**src/sv/tkut_pkg.sv**
```systemverilog
// shared types and constants for the top-k usage tracker
`timescale 1ns / 1ps

package tkut_pkg;

    // list depth and field widths
    localparam int ENTRIES  = 10;
    localparam int GB_W     = 20;
    localparam int MB_W     = 10;
    localparam int BY_W     = 20;
    localparam int HOUR_W   = 5;
    localparam int VALUE_W  = GB_W + MB_W + BY_W;
    localparam int RANK_W   = 4;
    localparam int CNT_W    = (ENTRIES > 1) ? $clog2(ENTRIES) : 1;

    // stream widths
    localparam int S_DATA_W = 56;
    localparam int M_DATA_W = 64;

    // request kinds carried on s_tuser
    localparam logic REQ_OFFER = 1'b0;
    localparam logic REQ_DUMP  = 1'b1;

    typedef logic [VALUE_W-1:0] value_t;
    typedef logic [HOUR_W-1:0]  hour_t;

    // one list entry, value packed gb:mb:bytes from the top
    typedef struct packed {
        value_t value;
        hour_t  hour;
    } entry_t;

    // per-cycle command to every cell of the chain
    typedef struct packed {
        logic offer_en;
        logic dump_en;
    } cell_ctrl_t;

endpackage

```
**src/sv/tkut_cell.sv**
```systemverilog
// one cell of the sorted insertion chain, holds a single list entry
`timescale 1ns / 1ps

module tkut_cell (
    input  logic                aclk,
    input  logic                aresetn,
    input  tkut_pkg::cell_ctrl_t ctrl,
    input  tkut_pkg::value_t    offer_value,
    input  tkut_pkg::hour_t     offer_hour,
    input  tkut_pkg::entry_t    left_entry,
    input  logic                left_gt,
    input  tkut_pkg::entry_t    right_entry,
    output tkut_pkg::entry_t    entry,
    output logic                gt
);

    tkut_pkg::entry_t entry_reg;
    tkut_pkg::entry_t entry_next;

    // offer beats this entry
    assign gt = offer_value > entry_reg.value;

    // dump: shift from the right; insert: shift from the left if the left also lost, else take the offer
    always_comb begin
        entry_next = entry_reg;
        if (ctrl.dump_en) begin
            entry_next = right_entry;
        end else if (ctrl.offer_en && gt) begin
            if (left_gt) begin
                entry_next = left_entry;
            end else begin
                entry_next.value = offer_value;
                entry_next.hour  = offer_hour;
            end
        end
    end

    always_ff @(posedge aclk) begin
        if (!aresetn) begin
            entry_reg <= '0;
        end else begin
            entry_reg <= entry_next;
        end
    end

    assign entry = entry_reg;

endmodule

```
**src/sv/top_k_usage_tracker_top.sv**
```systemverilog
// top level: chain of list cells, request control and result register
// an offer's result is registered when its beat is accepted
// throughput: one offer per cycle while the result side keeps up and no dump is running
// a dump enters the dump state on its beat, then registers one entry per cycle while the result side keeps up,
// holds off the input until its last entry and shifts zeros in from the tail
// reset (aresetn low, synchronous) clears the list to zeros and the result side
`timescale 1ns / 1ps

module top_k_usage_tracker_top (
    input  logic                            aclk,
    input  logic                            aresetn,
    // input stream
    input  logic                            s_tvalid,
    output logic                            s_tready,
    // gigabytes_in[19:0], megabytes_in[29:20], bytes_in[49:30], hour_in[54:50]
    input  logic [tkut_pkg::S_DATA_W-1:0]   s_tdata,
    // req_type[0]
    input  logic                            s_tuser,
    // result stream
    output logic                            m_tvalid,
    input  logic                            m_tready,
    // accepted[0], rank[4:1], gigabytes_out[24:5], megabytes_out[34:25],
    // bytes_out[54:35], hour_out[59:55]
    output logic [tkut_pkg::M_DATA_W-1:0]   m_tdata,
    // is_dump_entry[0]
    output logic                            m_tuser,
    output logic                            m_tlast
);

    typedef enum logic {
        ST_IDLE,
        ST_DUMP
    } state_t;

    state_t                      state_reg;
    logic [tkut_pkg::CNT_W-1:0]  cnt_reg;
    logic                        m_tvalid_reg;
    logic [tkut_pkg::M_DATA_W-1:0] m_tdata_reg;
    logic                        m_tuser_reg;
    logic                        m_tlast_reg;

    logic                        out_free;
    logic                        in_accept;
    logic                        dump_step;
    tkut_pkg::cell_ctrl_t        ctrl;

    tkut_pkg::value_t            offer_value;
    tkut_pkg::hour_t             offer_hour;

    tkut_pkg::entry_t            cell_entry [tkut_pkg::ENTRIES];
    logic [tkut_pkg::ENTRIES-1:0] cell_gt;
    logic [tkut_pkg::ENTRIES-1:0] ins_pt;
    logic [tkut_pkg::RANK_W-1:0] ins_rank;
    logic                        placed;
    logic [tkut_pkg::RANK_W-1:0] offer_rank;

    // offer fields, value packed gb:mb:bytes
    assign offer_value = {s_tdata[19:0], s_tdata[29:20], s_tdata[49:30]};
    assign offer_hour  = s_tdata[54:50];

    // handshake
    assign out_free  = !m_tvalid_reg || m_tready;
    assign s_tready  = (state_reg == ST_IDLE) && out_free;
    assign in_accept = s_tvalid && s_tready;
    assign dump_step = (state_reg == ST_DUMP) && out_free;

    assign ctrl.offer_en = in_accept && (s_tuser == tkut_pkg::REQ_OFFER);
    assign ctrl.dump_en  = dump_step;

    // cell chain
    for (genvar i = 0; i < tkut_pkg::ENTRIES; i++) begin : g_cell
        tkut_pkg::entry_t left_entry;
        tkut_pkg::entry_t right_entry;
        logic             left_gt;

        if (i == 0) begin : g_head
            assign left_entry = '0;
            assign left_gt    = 1'b0;
        end else begin : g_mid
            assign left_entry = cell_entry[i-1];
            assign left_gt    = cell_gt[i-1];
        end

        if (i == tkut_pkg::ENTRIES - 1) begin : g_tail
            assign right_entry = '0;
        end else begin : g_body
            assign right_entry = cell_entry[i+1];
        end

        tkut_cell u_cell (
            .aclk        (aclk),
            .aresetn     (aresetn),
            .ctrl        (ctrl),
            .offer_value (offer_value),
            .offer_hour  (offer_hour),
            .left_entry  (left_entry),
            .left_gt     (left_gt),
            .right_entry (right_entry),
            .entry       (cell_entry[i]),
            .gt          (cell_gt[i])
        );

        // insert point: first cell the offer beats
        assign ins_pt[i] = cell_gt[i] && !left_gt;
    end

    // rank of the insert point
    always_comb begin
        ins_rank = '0;
        for (int i = 0; i < tkut_pkg::ENTRIES; i++) begin
            if (ins_pt[i]) begin
                ins_rank = tkut_pkg::RANK_W'(i);
            end
        end
    end

    assign placed     = cell_gt[tkut_pkg::ENTRIES-1];
    assign offer_rank = placed ? ins_rank : tkut_pkg::RANK_W'(tkut_pkg::ENTRIES);

    // control state and result register
    always_ff @(posedge aclk) begin
        if (!aresetn) begin
            state_reg    <= ST_IDLE;
            cnt_reg      <= '0;
            m_tvalid_reg <= 1'b0;
            m_tuser_reg  <= 1'b0;
            m_tlast_reg  <= 1'b0;
        end else begin
            case (state_reg)
                ST_IDLE: begin
                    if (in_accept) begin
                        if (s_tuser == tkut_pkg::REQ_DUMP) begin
                            state_reg    <= ST_DUMP;
                            cnt_reg      <= '0;
                            m_tvalid_reg <= 1'b0;
                        end else begin
                            m_tvalid_reg <= 1'b1;
                            m_tuser_reg  <= 1'b0;
                            m_tlast_reg  <= 1'b1;
                            m_tdata_reg  <= {{(tkut_pkg::M_DATA_W - 5){1'b0}},
                                             offer_rank, placed};
                        end
                    end else if (out_free) begin
                        m_tvalid_reg <= 1'b0;
                    end
                end
                ST_DUMP: begin
                    if (dump_step) begin
                        m_tvalid_reg <= 1'b1;
                        m_tuser_reg  <= 1'b1;
                        m_tdata_reg  <= {4'b0000, cell_entry[0].hour,
                                         cell_entry[0].value[tkut_pkg::BY_W-1:0],
                                         cell_entry[0].value[tkut_pkg::BY_W +: tkut_pkg::MB_W],
                                         cell_entry[0].value[tkut_pkg::VALUE_W-1 -: tkut_pkg::GB_W],
                                         tkut_pkg::RANK_W'(cnt_reg), 1'b0};
                        if (cnt_reg == tkut_pkg::CNT_W'(tkut_pkg::ENTRIES - 1)) begin
                            m_tlast_reg <= 1'b1;
                            state_reg   <= ST_IDLE;
                        end else begin
                            m_tlast_reg <= 1'b0;
                            cnt_reg     <= cnt_reg + 1'b1;
                        end
                    end
                end
                default: begin
                    state_reg <= ST_IDLE;
                end
            endcase
        end
    end

    assign m_tvalid = m_tvalid_reg;
    assign m_tdata  = m_tdata_reg;
    assign m_tuser  = m_tuser_reg;
    assign m_tlast  = m_tlast_reg;

endmodule
```
**config.mk**
```make
export PLATFORM = sky130hd
export DESIGN_NAME = top_k_usage_tracker_top
export DESIGN_NICKNAME = d
export VERILOG_FILES = /design/src/sv/tkut_pkg.sv /design/src/sv/tkut_cell.sv /design/src/sv/top_k_usage_tracker_top.sv
export SDC_FILE = /design/constraint.sdc
export NUM_CORES = 2
export LEC_CHECK = 0
export BUFFER_PORTS_ARGS = -buffer_cell sky130_fd_sc_hd__buf_4
export CAP_MARGIN = 15
export CORE_MARGIN = 10
export CORE_UTILIZATION = 30
export CTS_BUF_LIST = sky130_fd_sc_hd__clkbuf_16
export DETAILED_ROUTE_END_ITERATION = 8
export SLEW_MARGIN = 40
export SYNTH_ARGS = -nofsm -noshare
export SYNTH_HDL_FRONTEND = slang
export SYNTH_SLANG_ARGS = --single-unit
```
**constraint.sdc**
```tcl
create_clock -name aclk -period 8.5 [get_ports aclk]
set_clock_uncertainty 0.1 [all_clocks]
set_input_delay 0.425 -clock aclk [delete_from_list [all_inputs] [get_ports aclk]]
set_output_delay 0.425 -clock aclk [all_outputs]
set_load 0.01 [all_outputs]
```
==> out/results.ini <==
[global_routing]
grt_pass1_wl_um=216000
antenna_found_initial=9
gr-max-usage-layer=met2
met3_usage_pct=3.56
use_met2_pct=26.7
grt_pass1_vias=36230
grt_usage_pct=17.2
grt_overflow=0
use_met1_pct=23.0
grt_start_max_net_pins=97

[logic_synthesis]
synth-seq-cells=618
synth_top_cells_by_area=dfxtp_1 (26%), ha_1 (15%), mux2i_1 (10%)
async_flop_share_pct=0
synth_top_area_share_pct=26.3
netlist_instances=5176
synth_area_leader_cell=dfxtp_1
avgSynthCellArea_um2=8.22
synthesis.area_um2=42500
ys_warn_count=0
synth.yosys.seq_area_share_pct=30.5
synthDistinctLibCells=64
synth_edf_count=60
ys.flop_type=dfxtp_1

[sta]
fin_hold_ws_ns=0.0549
tns_ns=0
fin_crit_sh_pct=59.3
rsz0062_at_grt=no
fmax_mhz=199
period_minus_slack_ns=5.04
setup_ws_ns=3.46
setup_viol=0
drv_slew=0
relSlewSlack_pct=38.5
worst_pin_slew_ns=0.923
finalHoldViolCount=0

[die]
die_area_um2=157000
core_area_um2=141000
die_h_um=397
die_w_um=397
ios=129
rows=138
initial_core_util_pct=30.1

[detailed_routing]
drtAntennaViolNets=0
wl_per_cell_um=20.1
wirelength_um=142000
drc_errors=0
drt-vias-per-instance=5.36
initialDrtViolationCount=3116
num_vias=37706
dr.pass1.iters=5

[critical_path]
cp_data_required_time_ns=8.95
critical-path-max-stage-delay_ns=0.76
cp-end-kind=flop
crit_type=reg -> reg
crit_arrival_ns=5.49
path_max_fanout=42
crit_slowest_cell=o31a_2
startpoint_type=flop
path_cells=inv_1 > ha_1 > nand4_1 > nor4_2 > nand2_1 > a31oi_1 > nor4b_1 > o221ai_1 > o31a_2 > buf_6 > a21oi_1 > o21ai_0 > a22o_1

[clock_network]
post_cts_buffers=0
cts_max_level=3
clkSinkCount=618
path_clk_slew_ns=0.06
holdBufCountCts=1
cts_buffers=79
clk_latency_ns=0.70
root_buffer=clkbuf_16
cts_tree=done
ctsResizeCount=0
clk_path_buf_depth=3

[placement]
io_buffers=123
place.gp.congestion=0.888
place_ws_ns=3.29
dp_hpwl_um=95300
postPlaceCellArea_um2=45100

[final_layout]
largest_register_ffs=550
synthToLayoutAreaGrowth_pct=12.2
final_common_cell=dfxtp_1
final_area_um2=47700
regArea_um2=13000
final_nets=5640
multi_input_area_um2=26300
layout_common_cells=dfxtp_1 (557), inv_1 (537), nand2_1 (503)
fillCellCount=14816
drive_gt1_share_pct=7.71

[power_and_ir_drop]
p_per_area_nw_per_um2=199
p_leak_nw=20.0
finalPower_mw=9.50
peakVddDrop_uv=139

[worst_hold_path]
holdCritPathClass=in -> reg

[status]
status=finished clean

[flow_run]
drv_cap=0

per-stage QoR:
stage / utilization [%] / instances
after floorplan: - / 5179
after global placement: 31.7 / 6872
after CTS: 33.7 / 7026
after global routing: 33.8 / 7029
after detailed placement: 31.9 / 6882
final: 33.8 / 7030
area by class of cell:
| cell class | count | area share, % |
|---|---|---|
| Inverter | 520 | 4.09 |
| Tap cell | 1890 | 4.96 |
| Sequential cell | 618 | 27.2 |
| Clock inverter | 62 | 1.03 |
| Clock buffer | 81 | 4.25 |
| Timing Repair Buffer | 184 | 3.31 |
| Multi-Input combinational cell | 3674 | 55.2 |
| Antenna cell | 1 | 0.00525 |
cells in the mapped netlist, types with 91 or more instances:
library cell	count
inv_1	520
nand4_1	91
ha_1	502
dfxtp_1	558
nand3_1	103
o21ai_0	438
nor2_1	336
mux2i_1	439
nand2_1	508
a22o_1	277
a21oi_1	409
clkbuf_1	250
routing by layer:
layer  share of wire [%]  vias up
met2                  44     1111
met1                  45    18193
met5               0.032        -
met4                 4.1        6
li1                    -    18148
met3                 7.3      248
power breakdown:
| part | switching, mW | internal [mW] |
|---|---|---|
| registers | 0.255 | 3.20 |
| clock network | 1.44 | 1.91 |
| logic | 1.64 | 1.05 |
worst paths after layout:
| kind | slack (ns) | start | cells past startpoint | end |
|---|---|---|---|---|
| hold / removal | 0.05 | m_tready | 4 | state_reg |
| setup / recovery | 3.46 | g_cell[3].u_cell.entry[37] | 13 | m_tdata[1] |
| hold reg to reg | 0.36 | g_cell[6].u_cell.entry[1] | 2 | g_cell[6].u_cell.entry[1] |
| setup reg to reg | 3.46 | g_cell[3].u_cell.entry[37] | 13 | m_tdata[1] |
kinds of logic after synthesis:
kind of cell | Yosys count | synth area share (%)
and+or+nand+nor | 1182 | 12.1
DFF | 618 | 30.5
adders and majority gates | 502 | 14.8
xor gates and xnor gates | 2 | 0.0412
muxes | 494 | 11.8
buffers and inverters | 887 | 8.33
AOI/OAI and AO/OA | 1490 | 22.4
other | 1 | 0.00882
worst max-delay path: cells and delay by family (launching register included):
| kind | cells | cell delay (ns) |
|---|---|---|
| flip-flops | 1 | 0.41 |
| buffers and inverters | 2 | 0.70 |
| AO/OA/AOI/OAI | 6 | 2.04 |
| AND/OR/NAND/NOR | 4 | 1.32 |
| adder cells (fa/ha/maj) | 1 | 0.29 |
No activity file was read; power rests on OpenSTA's default activity.
